===== config.mk =====
export PLATFORM = sky130hd
export DESIGN_NAME = cpso_front
export DESIGN_NICKNAME = d
export VERILOG_FILES = /design/src/cpso_pkg.sv /design/src/cpso_front.sv
export SDC_FILE = /design/constraint.sdc
export NUM_CORES = 1
export LEC_CHECK = 0
export ABC_AREA = 1
export BUFFER_PORTS_ARGS = -buffer_cell sky130_fd_sc_hd__buf_2
export CORE_MARGIN = 2
export CORE_UTILIZATION = 32
export CTS_CLUSTER_SIZE = 28
export DETAILED_ROUTE_END_ITERATION = 10
export GPL_TIMING_DRIVEN = 0
export PLACE_DENSITY = 0.51
export SLEW_MARGIN = 25
export SYNTH_ARGS = -nofsm -noshare
export SYNTH_HDL_FRONTEND = slang
export SYNTH_SLANG_ARGS = --single-unit

===== constraint.sdc =====
create_clock -name clk -period 3.4 [get_ports clk]
set_clock_uncertainty 0.15 [all_clocks]
set_input_delay 0.34 -clock clk [delete_from_list [all_inputs] [get_ports clk]]
set_output_delay 0.34 -clock clk [all_outputs]
set_load 0.02 [all_outputs]

===== src/cpso_pkg.sv =====
// Shared types, constants and helpers for the convex polygon overlap block.
package cpso_pkg;

    localparam int MAX_VERTICES = 16;
    localparam int COORD_WIDTH  = 16;
    localparam int IDX_W        = $clog2(MAX_VERTICES);
    localparam int CNT_W        = $clog2(MAX_VERTICES + 1);
    localparam int OVL_W        = 24;
    localparam logic [OVL_W-1:0] OVL_MAX = '1;
    localparam int DOT_W        = 34;
    localparam int R_W          = 34;
    localparam int LEN_W        = 34;
    localparam int T_W          = 76;
    localparam int P_W          = 58;
    localparam int CMP_W        = 84;
    localparam int BIT_W        = 5;
    localparam int SQ_CNT_W     = 6;

    typedef struct packed {
        logic               poly;
        logic signed [15:0] x;
        logic signed [15:0] y;
        logic               last;
    } vcmd_t;

    typedef struct packed {
        logic [OVL_W-1:0] amount;
        logic             sep;
        logic             bad;
    } result_t;

    // keep the low COORD_WIDTH bits, two's complement
    function automatic logic signed [15:0] coord_of(input logic [15:0] raw);
        logic signed [15:0] t;
        t = $signed(raw << (16 - COORD_WIDTH));
        return t >>> (16 - COORD_WIDTH);
    endfunction

endpackage


===== src/cpso_front.sv =====
// Input side: takes vertex words, formats them and queues them for the engine.
module cpso_front (
    input  logic                   clk,
    input  logic                   rst_n,
    input  logic                   s_tvalid,
    output logic                   s_tready,
    input  logic [31:0]            s_tdata,   // vertex_x, vertex_y
    input  logic                   s_tuser,   // req_type
    input  logic                   s_tlast,   // last_vertex
    output logic                   q_valid,
    input  logic                   q_ready,
    output cpso_pkg::vcmd_t        q_cmd
);
    import cpso_pkg::*;

    vcmd_t      slot_reg [2];
    logic       wr_ptr_reg, wr_ptr_next;
    logic       rd_ptr_reg, rd_ptr_next;
    logic [1:0] fill_reg, fill_next;
    logic       push, pop;
    vcmd_t      cmd_in;

    assign s_tready = (fill_reg != 2'd2);
    assign push     = s_tvalid && s_tready;
    assign q_valid  = (fill_reg != 2'd0);
    assign pop      = q_valid && q_ready;
    assign q_cmd    = slot_reg[rd_ptr_reg];

    always_comb
    begin
        cmd_in.poly = s_tuser;
        cmd_in.x    = coord_of(s_tdata[15:0]);
        cmd_in.y    = coord_of(s_tdata[31:16]);
        cmd_in.last = s_tlast;
        wr_ptr_next = push ? ~wr_ptr_reg : wr_ptr_reg;
        rd_ptr_next = pop ? ~rd_ptr_reg : rd_ptr_reg;
        fill_next   = fill_reg + 2'(push) - 2'(pop);
    end

    always_ff @(posedge clk or negedge rst_n)
    begin
        if (!rst_n)
        begin
            wr_ptr_reg <= 1'b0;
            rd_ptr_reg <= 1'b0;
            fill_reg   <= 2'd0;
        end
        else
        begin
            wr_ptr_reg <= wr_ptr_next;
            rd_ptr_reg <= rd_ptr_next;
            fill_reg   <= fill_next;
        end
    end

    always_ff @(posedge clk)
    begin
        if (push)
            slot_reg[wr_ptr_reg] <= cmd_in;
    end

endmodule


==> results.rst, run 1 <==
.. list-table::
   :header-rows: 1

   * - Metric
     - Value
   * - Initial core utilization
     - 33.3%
   * - Sequential cell fraction of total power
     - 40.0%
   * - Die width
     - 96.9 microns
   * - Worst setup SP type
     - flop
   * - Mean number of vias per cell
     - 4.13
   * - Max rail drop VDD
     - 320 uV
   * - Status
     - finished, final reports clean
   * - Clock power frac
     - 20.1%
   * - Iter 0 DRT Violations
     - 47
   * - Tightest Pin Transition
     - 497 ps
   * - Lkg Pwr
     - 1.55 nW
   * - Post-CTS Setup Inserts
     - 0
   * - Port Buf Inserts
     - 73
   * - Core Util, Final
     - 42.4%
   * - Count of distinct cell types in the synthesized netlist
     - 12
   * - CTS Sinks
     - 72
   * - Largest cells by area after synthesis
     - sky130_fd_sc_hd__edfxtp_1, sky130_fd_sc_hd__nand2_1, sky130_fd_sc_hd__dfrtp_1, sky130_fd_sc_hd__nand2_2, sky130_fd_sc_hd__buf_6
   * - Number of iterations in the first detailed-routing pass
     - 4
   * - Final total power
     - 3.15 mW
   * - Max Clock Freq
     - 532 MHz
   * - Final Setup Violations
     - 0
   * - Net switching share of the total power
     - 37.4%
   * - Leading cell type in the layout, fill and taps excluded
     - sky130_fd_sc_hd__nand2_1
   * - Boundary pin count
     - 74
   * - Commonest cells after routing, fill and taps aside
     - sky130_fd_sc_hd__nand2_1, sky130_fd_sc_hd__buf_2, sky130_fd_sc_hd__edfxtp_1, sky130_fd_sc_hd__nand2_2, sky130_fd_sc_hd__clkbuf_8
   * - Via count
     - 1675
   * - Final-stage net count
     - 336
   * - Layout Area Growth over Synthesis
     - 27.4%
   * - Total congestion overflow
     - 0
   * - Number of levels in the clock H-tree
     - 3
   * - Largest net degree at the start of global routing
     - 22
   * - Ratio of final minimum period to clock period
     - 55.3%
   * - Flops & latches, synth
     - 72
   * - Quantity of gates resized following cts
     - 0
   * - Design Area, Final
     - 3520 sq um
   * - DRC viols
     - 0
   * - Setup slack of the critical path after layout
     - 1520 ps
   * - Fraction of layout instances using a drive strength above 1
     - 36.2%
   * - Unrepaired setup endpoints after global routing
     - false
   * - TritonCTS clock tree
     - done
   * - NetSw
     - 1.18 mW
   * - TritonCTS Buffers
     - 9
   * - Cell accounting for the most synthesized area
     - sky130_fd_sc_hd__edfxtp_1
   * - Total Routed Length
     - 4.84 mm
   * - Cell Area, Placed
     - 3320 sq um
   * - Total track usage
     - 11.1%
   * - Final Max Tran Viols
     - 0
   * - Int Pwr
     - 1.97 mW
   * - Maximum count of clock buffers along a single path
     - 2
   * - Area fraction of the dominant cell type after synthesis
     - 73.9%
   * - Total number of yosys warnings
     - 0
   * - Routed length per placed instance
     - 11.9 microns
   * - Worst setup path class
     - reg2out
   * - Clock-pin slew reported for the worst setup and hold paths after clock tree synthesis
     - 80 ps
   * - Number of flip-flops in the largest register
     - 68
   * - Worst slew margin relative to its limit
     - 66.8%
   * - Overall die area
     - 9400 sq um
   * - Core ar.
     - 8300 sq um
   * - Die boundary height
     - 96.9 microns
   * - Synth Area per Inst
     - 13.2 sq um
   * - Routability cong.
     - 0.677
   * - Remaining antenna violation count after routing
     - 0
   * - Biggest fanout along the worst timing path
     - 10
   * - Worst path required time
     - 2910 ps
   * - Via count of the first global-routing pass
     - 1713
   * - Final antenna diode count
     - 0
   * - Arr. time, crit path
     - 1390 ps
   * - Pre-CTS setup slack
     - 1640 ps
   * - Endpoint type of the worst setup path
     - output port
   * - Combinational fraction of design power
     - 39.9%
   * - Syn Std Cell Area
     - 2760 sq um
   * - Worst Hold Slack
     - 32.2 ps
   * - Power per cell area
     - 895 nW/um^2
   * - Skew-Pair Late Insertion Delay
     - 340 ps
   * - Cells after synthesis
     - 209
   * - Crit path time final
     - 1880 ps
   * - Number of standard-cell rows in the floorplan
     - 33
   * - Hold Fails Final Rpt
     - 0
   * - Initial antenna violation count
     - 0
   * - Synthesized net count
     - 249
   * - Half-perimeter wire length after detailed placement
     - 3.29 mm
   * - Max-cap violation count
     - 0
   * - Wire length of the first global-routing pass
     - 7.99 mm
   * - Clock tree root buffer cell
     - sky130_fd_sc_hd__clkbuf_8
   * - Worst hold path class
     - in2reg
   * - Proportion of synthesized chip area in sequential cells
     - 77.5%
synthesized netlist by cell type:
master / count
sky130_fd_sc_hd__inv_1: 8
sky130_fd_sc_hd__nand3_1: 3
sky130_fd_sc_hd__dfrtp_1: 4
sky130_fd_sc_hd__inv_8: 1
sky130_fd_sc_hd__ha_1: 2
sky130_fd_sc_hd__nor2_1: 1
sky130_fd_sc_hd__buf_12: 1
sky130_fd_sc_hd__buf_6: 4
sky130_fd_sc_hd__nand2_2: 10
sky130_fd_sc_hd__buf_4: 2
sky130_fd_sc_hd__nand2_1: 105
sky130_fd_sc_hd__edfxtp_1: 68
routing by layer:
| layer | track usage (%) | wire length [microns] | vias up |
|---|---|---|---|
| met5 | 0 | 0 | - |
| met4 | 5.20 | 86 | 0 |
| met3 | 3.90 | 281 | 7 |
| met2 | 18.0 | 2310 | 50 |
| met1 | 13.2 | 2160 | 755 |
| li1 | - | - | 863 |
stage by stage:
| stage | TNS, ps | instances |
|---|---|---|
| floorplan | 0 | 209 |
| global placement | -4680 | 387 |
| detailed placement | 0 | 389 |
| CTS | 0 | 406 |
| global route | 0 | 406 |
| finish | 0 | 406 |
worst max-delay path, cell delays in order (launching register included):
cell and delay [ps]:
sky130_fd_sc_hd__dfrtp_1 380, sky130_fd_sc_hd__buf_6 150, sky130_fd_sc_hd__inv_8 90, sky130_fd_sc_hd__buf_6 140, sky130_fd_sc_hd__nand2_1 60, sky130_fd_sc_hd__nand2_1 70, sky130_fd_sc_hd__buf_2 160
power by group through the flow:
stage / registers (mW) / clock network, mW / logic, mW
after floorplan: 1.28 / 0 / 0.833
after global placement: 1.29 / 0 / 1.23
after detailed placement: 1.28 / 0 / 1.29
after CTS: 1.26 / 0.658 / 1.30
after global routing: 1.28 / 0.703 / 1.40
final: 1.26 / 0.634 / 1.26
final timing paths:
kind                            slack [ps]              end  cells past startpoint   startpoint
worst min register to register         330       wr_ptr_reg                      2   wr_ptr_reg
worst max-delay path                  1520        q_cmd[14]                      6   rd_ptr_reg
max in group asynchronous             2800       wr_ptr_reg                      2        rst_n
worst min-delay path                    30  slot_reg[1][33]                      1      s_tuser
worst max register to register        1650  slot_reg[1][20]                      4  fill_reg[1]
min in group asynchronous              180      fill_reg[0]                      2        rst_n
repair_timing:
item / 4_1_cts / 5_1_grt
setup endpoints to repair: 0 / 0
hold endpoints to repair: 4 / 0
hold buffers: 1 / 0
layout make-up:
cell class                 instances  area (sq um)
fill                             781          4780
sequential                        72          2140
multi-input combinational        121           508
timing repair buffer              76           430
tap                              105           131
clock buffer                      10           128
buffer                             7          80.1
clock inverter                     6          60.1
inverter                           9          41.3
cell families (layout without fill, tap and decap cells):
| group | after synthesis | in the layout | synth area share, % |
|---|---|---|---|
| AND/OR/NAND/NOR | 119 | 119 | 17.2 |
| flip-flops | 72 | 72 | 77.5 |
| buffers and inverters | 16 | 108 | 4.39 |
| adder cells (fa/ha/maj) | 2 | 2 | 0.905 |
No activity file was read; power rests on OpenSTA's default activity.
==> inputs of run 2 (changes only) <==
--- a/config.mk
+++ b/config.mk
@@ -12,7 +12,7 @@
 export CTS_CLUSTER_SIZE = 28
 export DETAILED_ROUTE_END_ITERATION = 10
 export GPL_TIMING_DRIVEN = 0
-export PLACE_DENSITY = 0.51
+export PLACE_DENSITY = 0.53
 export SLEW_MARGIN = 25
 export SYNTH_ARGS = -nofsm -noshare
 export SYNTH_HDL_FRONTEND = slang
==> constraint.sdc (replaced) <==
create_clock -name clk -period 1.7 [get_ports clk]
set_clock_uncertainty 0.15 [all_clocks]
set_input_delay 0.17 -clock clk [delete_from_list [all_inputs] [get_ports clk]]
set_output_delay 0.17 -clock clk [all_outputs]
set_load 0.02 [all_outputs]
==> results.rst, run 2 (synthesis gave the netlist of run 1 again) <==
.. list-table::
   :header-rows: 1

   * - Metric
     - Value
   * - Status
     - finished, final reports clean
   * - Worst slew margin relative to its limit
     - 86.9%
   * - Port Buf Inserts
     - 73
   * - Core Util, Final
     - 52.0%
   * - Layout Area Growth over Synthesis
     - 56.1%
   * - Routed length per placed instance
     - 13.0 microns
   * - Initial core utilization
     - 33.3%
   * - Worst R2R Path Depth
     - 10
   * - Remaining antenna violation count after routing
     - 0
   * - Final Max Tran Viols
     - 0
   * - Pre-CTS setup slack
     - -347 ps
   * - Final antenna diode count
     - 0
   * - Max-cap violation count
     - 0
   * - Total congestion overflow
     - 0
   * - Final total power
     - 7.52 mW
   * - R2R setup slack
     - 150 ps
   * - Beginning of the critical path
     - rd_ptr_reg
   * - Total Routed Length
     - 5.91 mm
   * - Total track usage
     - 13.1%
   * - Commonest cells after routing, fill and taps aside
     - sky130_fd_sc_hd__nand2_1, sky130_fd_sc_hd__edfxtp_1, sky130_fd_sc_hd__buf_2, sky130_fd_sc_hd__dlygate4sd3_1, sky130_fd_sc_hd__nand2_2
   * - Routability cong.
     - 0.698
   * - Max rail drop VDD
     - 883 uV
   * - Arr. time, crit path
     - 1330 ps
   * - Biggest fanout along the worst timing path
     - 8
   * - Int Pwr
     - 4.83 mW
   * - Ratio of final minimum period to clock period
     - 97.3%
   * - Largest net degree at the start of global routing
     - 22
   * - Number of flip-flops in the largest register
     - 68
   * - Max Clock Freq
     - 604 MHz
   * - Worst setup SP type
     - flop
   * - Unrepaired setup endpoints after global routing
     - true
   * - Startpoint of the lowest-slack register-to-register path
     - fill_reg[1]
   * - Skew-Pair Late Insertion Delay
     - 330 ps
   * - DRC viols
     - 0
   * - Overall die area
     - 9400 sq um
   * - TritonCTS Buffers
     - 9
   * - Maximum count of clock buffers along a single path
     - 2
   * - Power per cell area
     - 1740 nW/um^2
   * - Number of iterations in the first detailed-routing pass
     - 4
   * - Endpoint type of the worst setup path
     - output port
   * - Number of standard-cell rows in the floorplan
     - 33
   * - Final Setup Violations
     - 0
   * - Worst setup path class
     - reg2out
   * - Die boundary height
     - 96.9 microns
   * - Crit path time final
     - 1650 ps
   * - Tightest Pin Transition
     - 197 ps
   * - Die width
     - 96.9 microns
   * - Design Area, Final
     - 4320 sq um
   * - Net switching share of the total power
     - 35.7%
   * - NetSw
     - 2.68 mW
   * - Lkg Pwr
     - 1.84 nW
   * - Setup slack of the critical path after layout
     - 45.2 ps
   * - TritonCTS clock tree
     - done
   * - Number of cells traversed by the worst hold path
     - 2
   * - Clock power frac
     - 19.0%
   * - Half-perimeter wire length after detailed placement
     - 3.32 mm
   * - Sequential cell fraction of total power
     - 33.9%
   * - Leading cell type in the layout, fill and taps excluded
     - sky130_fd_sc_hd__nand2_1
   * - Combinational fraction of design power
     - 47.2%
   * - Worst Hold Slack
     - 333 ps
   * - Wire length of the first global-routing pass
     - 9.40 mm
   * - Boundary pin count
     - 74
   * - CTS Sinks
     - 72
   * - Mean number of vias per cell
     - 4.19
   * - Cell Area, Placed
     - 3300 sq um
   * - Worst path required time
     - 1380 ps
   * - Via count of the first global-routing pass
     - 1946
   * - Hold path startpoint
     - wr_ptr_reg
   * - Clock tree root buffer cell
     - sky130_fd_sc_hd__clkbuf_8
   * - Fraction of layout instances using a drive strength above 1
     - 43.6%
   * - Final-stage net count
     - 384
   * - Initial antenna violation count
     - 0
   * - Iter 0 DRT Violations
     - 54
   * - Number of levels in the clock H-tree
     - 3
   * - Hold Fails Final Rpt
     - 0
   * - Core ar.
     - 8300 sq um
   * - Worst hold path class
     - reg2reg
   * - Clock-pin slew reported for the worst setup and hold paths after clock tree synthesis
     - 70 ps
   * - Via count
     - 1904
==> run 2: cell types whose count changed in the layout (fill, tap and decap cells not counted), sizes merged <==
| cell | before | now |
|---|---|---|
| buf | 82 | 90 |
| clkinvlp | 1 | 2 |
| clkbuf | 10 | 11 |
| bufinv | 1 | 2 |
| inv | 9 | 8 |
| dlygate4sd3 | 1 | 39 |
==> run 2: cell type report <==
type / instances / area (sq um)
Fill cell: 732 / 3980
Sequential cell: 72 / 2140
Timing Repair Buffer: 123 / 1090
Multi-Input combinational cell: 121 / 598
Tap cell: 105 / 131
Clock buffer: 10 / 128
Buffer: 7 / 87.6
Clock inverter: 6 / 82.6
Inverter: 9 / 50.0
Timing Repair inverter: 1 / 7.51
==> run 2: per-layer routing <==
layer | global-route usage, % | vias to the layer above | part of all wire (%)
met4 | 4.23 | 0 | 0.44
met2 | 20.5 | 54 | 50
met5 | 0 | - | 0
li1 | - | 963 | -
met1 | 16.7 | 885 | 44
met3 | 5.06 | 2 | 5.9
==> run 2: power groups by stage <==
stage | clock [mW] | combinational, mW | sequential (mW)
2_1_floorplan | 0 | 1.70 | 2.55
3_3_place_gp | 0 | 2.50 | 2.57
3_5_place_dp | 0 | 2.55 | 2.57
4_1_cts | 1.47 | 3.12 | 2.53
5_1_grt | 1.56 | 3.86 | 2.58
6_report | 1.43 | 3.54 | 2.55
==> run 2: through the flow <==
step | setup TNS [ps] | cells
after floorplan | -1600 | 209
after detailed placement | -12660 | 388
after global placement | -22920 | 387
final | 0 | 454
after CTS | -50.9 | 448
after global routing | -969 | 454
==> run 2: worst max-delay path, stage by stage (launching register included) <==
cell	delay, ps
sky130_fd_sc_hd__dfrtp_1	350
sky130_fd_sc_hd__buf_6	150
sky130_fd_sc_hd__clkinv_8	90
sky130_fd_sc_hd__clkbuf_16	160
sky130_fd_sc_hd__nand2_1	50
sky130_fd_sc_hd__nand2_1	60
sky130_fd_sc_hd__buf_6	130
==> run 2: path summary, 6_finish.rpt <==
path                                    end
worst max-delay path              q_cmd[14]
max in group asynchronous        rd_ptr_reg
worst max register to register  fill_reg[1]
worst min-delay path             wr_ptr_reg
min in group asynchronous        wr_ptr_reg
worst min register to register   wr_ptr_reg
==> run 2: what timing repair did <==
action | CTS | global route
pin swaps | 1 | 4
hold endpoints to repair | 74 | 0
buffers inserted | 4 | 5
gates cloned | 1 | 1
hold buffers | 39 | 0
endpoints found under the setup margin | 80 | 40
gates resized for setup | 47 | 50
==> inputs of run 3 (changes only) <==
--- a/config.mk
+++ b/config.mk
@@ -12,8 +12,9 @@
 export CTS_CLUSTER_SIZE = 28
 export DETAILED_ROUTE_END_ITERATION = 10
 export GPL_TIMING_DRIVEN = 0
-export PLACE_DENSITY = 0.53
+export PLACE_DENSITY = 0.51
 export SLEW_MARGIN = 25
 export SYNTH_ARGS = -nofsm -noshare
 export SYNTH_HDL_FRONTEND = slang
 export SYNTH_SLANG_ARGS = --single-unit
+export TNS_END_PERCENT = 1
==> constraint.sdc (replaced) <==
create_clock -name clk -period 2.1 [get_ports clk]
set_clock_uncertainty 0.15 [all_clocks]
set_input_delay 0.21 -clock clk [delete_from_list [all_inputs] [get_ports clk]]
set_output_delay 0.21 -clock clk [all_outputs]
set_load 0.02 [all_outputs]
==> results.rst, run 3 (synthesis gave the netlist of run 1 again) <==
.. list-table::
   :header-rows: 1

   * - Metric
     - Value
   * - Status
     - finished, final reports clean
   * - Hold Fails Final Rpt
     - 0
   * - Boundary pin count
     - 74
   * - Clock-pin slew reported for the worst setup and hold paths after clock tree synthesis
     - 80 ps
   * - Core ar.
     - 8300 sq um
   * - Iter 0 DRT Violations
     - 60
   * - Tightest Pin Transition
     - 447 ps
   * - Worst setup path class
     - reg2out
   * - Endpoint type of the worst setup path
     - output port
   * - Via count of the first global-routing pass
     - 1893
   * - Port Buf Inserts
     - 73
   * - Number of levels in the clock H-tree
     - 3
   * - Overall die area
     - 9400 sq um
   * - Biggest fanout along the worst timing path
     - 10
   * - Layout Area Growth over Synthesis
     - 39.7%
   * - Half-perimeter wire length after detailed placement
     - 3.44 mm
   * - Final Max Tran Viols
     - 0
   * - Remaining antenna violation count after routing
     - 0
   * - Wire length of the first global-routing pass
     - 8.91 mm
   * - Max Clock Freq
     - 577 MHz
   * - Hold buffer count at CTS
     - 36
   * - CTS Sinks
     - 72
   * - Setup_tns
     - 0 ps
   * - Commonest cells after routing, fill and taps aside
     - sky130_fd_sc_hd__nand2_1, sky130_fd_sc_hd__buf_2, sky130_fd_sc_hd__edfxtp_1, sky130_fd_sc_hd__dlygate4sd3_1, sky130_fd_sc_hd__nand2_2
   * - Crit path time final
     - 1730 ps
   * - Final total power
     - 5.17 mW
   * - Worst Hold Slack
     - 29.0 ps
   * - Leading cell type in the layout, fill and taps excluded
     - sky130_fd_sc_hd__nand2_1
   * - Startpoint of the lowest-slack register-to-register path
     - fill_reg[0]
   * - Number of iterations in the first detailed-routing pass
     - 4
   * - Power per cell area
     - 1340 nW/um^2
   * - Routed length per placed instance
     - 12.0 microns
   * - Die width
     - 96.9 microns
   * - Mean number of vias per cell
     - 4.14
   * - Worst path required time
     - 1740 ps
   * - Clock tree root buffer cell
     - sky130_fd_sc_hd__clkbuf_8
   * - Via count
     - 1827
   * - Total congestion overflow
     - 0
   * - Number of cells traversed by the worst hold path
     - 3
   * - Final-stage net count
     - 371
   * - Ratio of final minimum period to clock period
     - 82.5%
   * - Total track usage
     - 12.1%
   * - Lkg Pwr
     - 1.68 nW
   * - Max-cap violation count
     - 0
   * - TritonCTS Buffers
     - 9
   * - Worst R2R Path Depth
     - 5
   * - TritonCTS clock tree
     - done
   * - Worst slew margin relative to its limit
     - 70.1%
   * - Skew-Pair Late Insertion Delay
     - 330 ps
   * - Endpoint with the worst hold slack
     - wr_ptr_reg
   * - Number of standard-cell rows in the floorplan
     - 33
   * - Worst setup SP type
     - flop
   * - Routability cong.
     - 0.646
   * - Design Area, Final
     - 3860 sq um
   * - Number of flip-flops in the largest register
     - 68
   * - Maximum count of clock buffers along a single path
     - 2
   * - Final cell count without fillers
     - 441
   * - Fraction of layout instances using a drive strength above 1
     - 32.7%
   * - # fillers
     - 779
   * - Final antenna diode count
     - 0
   * - Largest net degree at the start of global routing
     - 24
   * - Cell Area, Placed
     - 3310 sq um
   * - Post-placement cell count
     - 389
   * - Quantity of gates resized following cts
     - 0
   * - Unrepaired setup endpoints after global routing
     - false
   * - Initial core utilization
     - 33.3%
   * - Worst hold path class
     - in2reg
   * - Worst reg2reg endpoint
     - slot_reg[1][13]
   * - Die boundary height
     - 96.9 microns
   * - Final Setup Violations
     - 0
   * - R2R setup slack
     - 380 ps
   * - Arr. time, crit path
     - 1370 ps
   * - Hold path startpoint
     - s_tvalid
   * - Total Routed Length
     - 5.28 mm
   * - Post-CTS Setup Inserts
     - 0
   * - Initial antenna violation count
     - 0
   * - DRC viols
     - 0
   * - Max rail drop VDD
     - 520 uV
run 3: changes by cell type in the layout (fill, tap and decap cells not counted), moves of 2 or more:
cell,delta
sky130_fd_sc_hd__buf_6,-28
sky130_fd_sc_hd__nand2_2,-27
sky130_fd_sc_hd__buf_8,-2
sky130_fd_sc_hd__buf_2,+30
sky130_fd_sc_hd__dlygate4sd3_1,-3
sky130_fd_sc_hd__inv_1,+2
sky130_fd_sc_hd__buf_4,-7
sky130_fd_sc_hd__nand2_4,-2
sky130_fd_sc_hd__nand2_1,+29
run 3: power by group:
part           switching, mW  internal [mW]  total [mW]
Sequential            0.0828           1.96        2.04
Combinational           1.35          0.716        2.07
Clock                  0.512          0.546        1.06
Total                   1.95           3.22        5.17
run 3: worst max path at each step:
| stage | start | to |
|---|---|---|
| 6_report | rd_ptr_reg | q_cmd[28] |
| 3_5_place_dp | fill_reg[0] | slot_reg[1][20] |
| 2_1_floorplan | fill_reg[1] | slot_reg[0][0] |
| 5_1_grt | fill_reg[1] | slot_reg[1][15] |
| 3_3_place_gp | fill_reg[1] | slot_reg[0][20] |
| 4_1_cts | rd_ptr_reg | q_cmd[18] |
run 3: critical path: stages, from the launching register on:
cell and delay (ps):
sky130_fd_sc_hd__dfrtp_1 380, sky130_fd_sc_hd__buf_6 150, sky130_fd_sc_hd__inv_8 80, sky130_fd_sc_hd__buf_6 140
sky130_fd_sc_hd__nand2_1 60, sky130_fd_sc_hd__nand2_1 70, sky130_fd_sc_hd__buf_2 160
run 3: final cells by class:
| type | count | area [sq um] | area share [%] |
|---|---|---|---|
| multi-input cells | 121 | 508 | 13.2 |
| repair buffers | 111 | 766 | 19.8 |
| flip-flops and latches | 72 | 2140 | 55.5 |
| inverters | 9 | 41.3 | 1.07 |
| clock inverters | 7 | 70.1 | 1.81 |
| clock buffers | 9 | 124 | 3.21 |
| plain buffers | 7 | 80.1 | 2.07 |
| well taps | 105 | 131 | 3.40 |
run 3: metrics by stage:
| step | utilization [%] | worst slack [ps] |
|---|---|---|
| floorplan | - | 174 |
| global placement | 39.4 | -185 |
| detailed placement | 39.9 | 358 |
| CTS | 46.5 | 317 |
| global route | 46.5 | 244 |
| finish | 46.5 | 367 |
run 3: layer usage:
| metal | wire length [microns] | up-vias | track usage (%) |
|---|---|---|---|
| met5 | 0 | - | 0 |
| met4 | 77 | 0 | 4.55 |
| met3 | 286 | 9 | 3.47 |
| met2 | 2500 | 50 | 20.5 |
| met1 | 2430 | 829 | 14.5 |
| li1 | - | 939 | - |
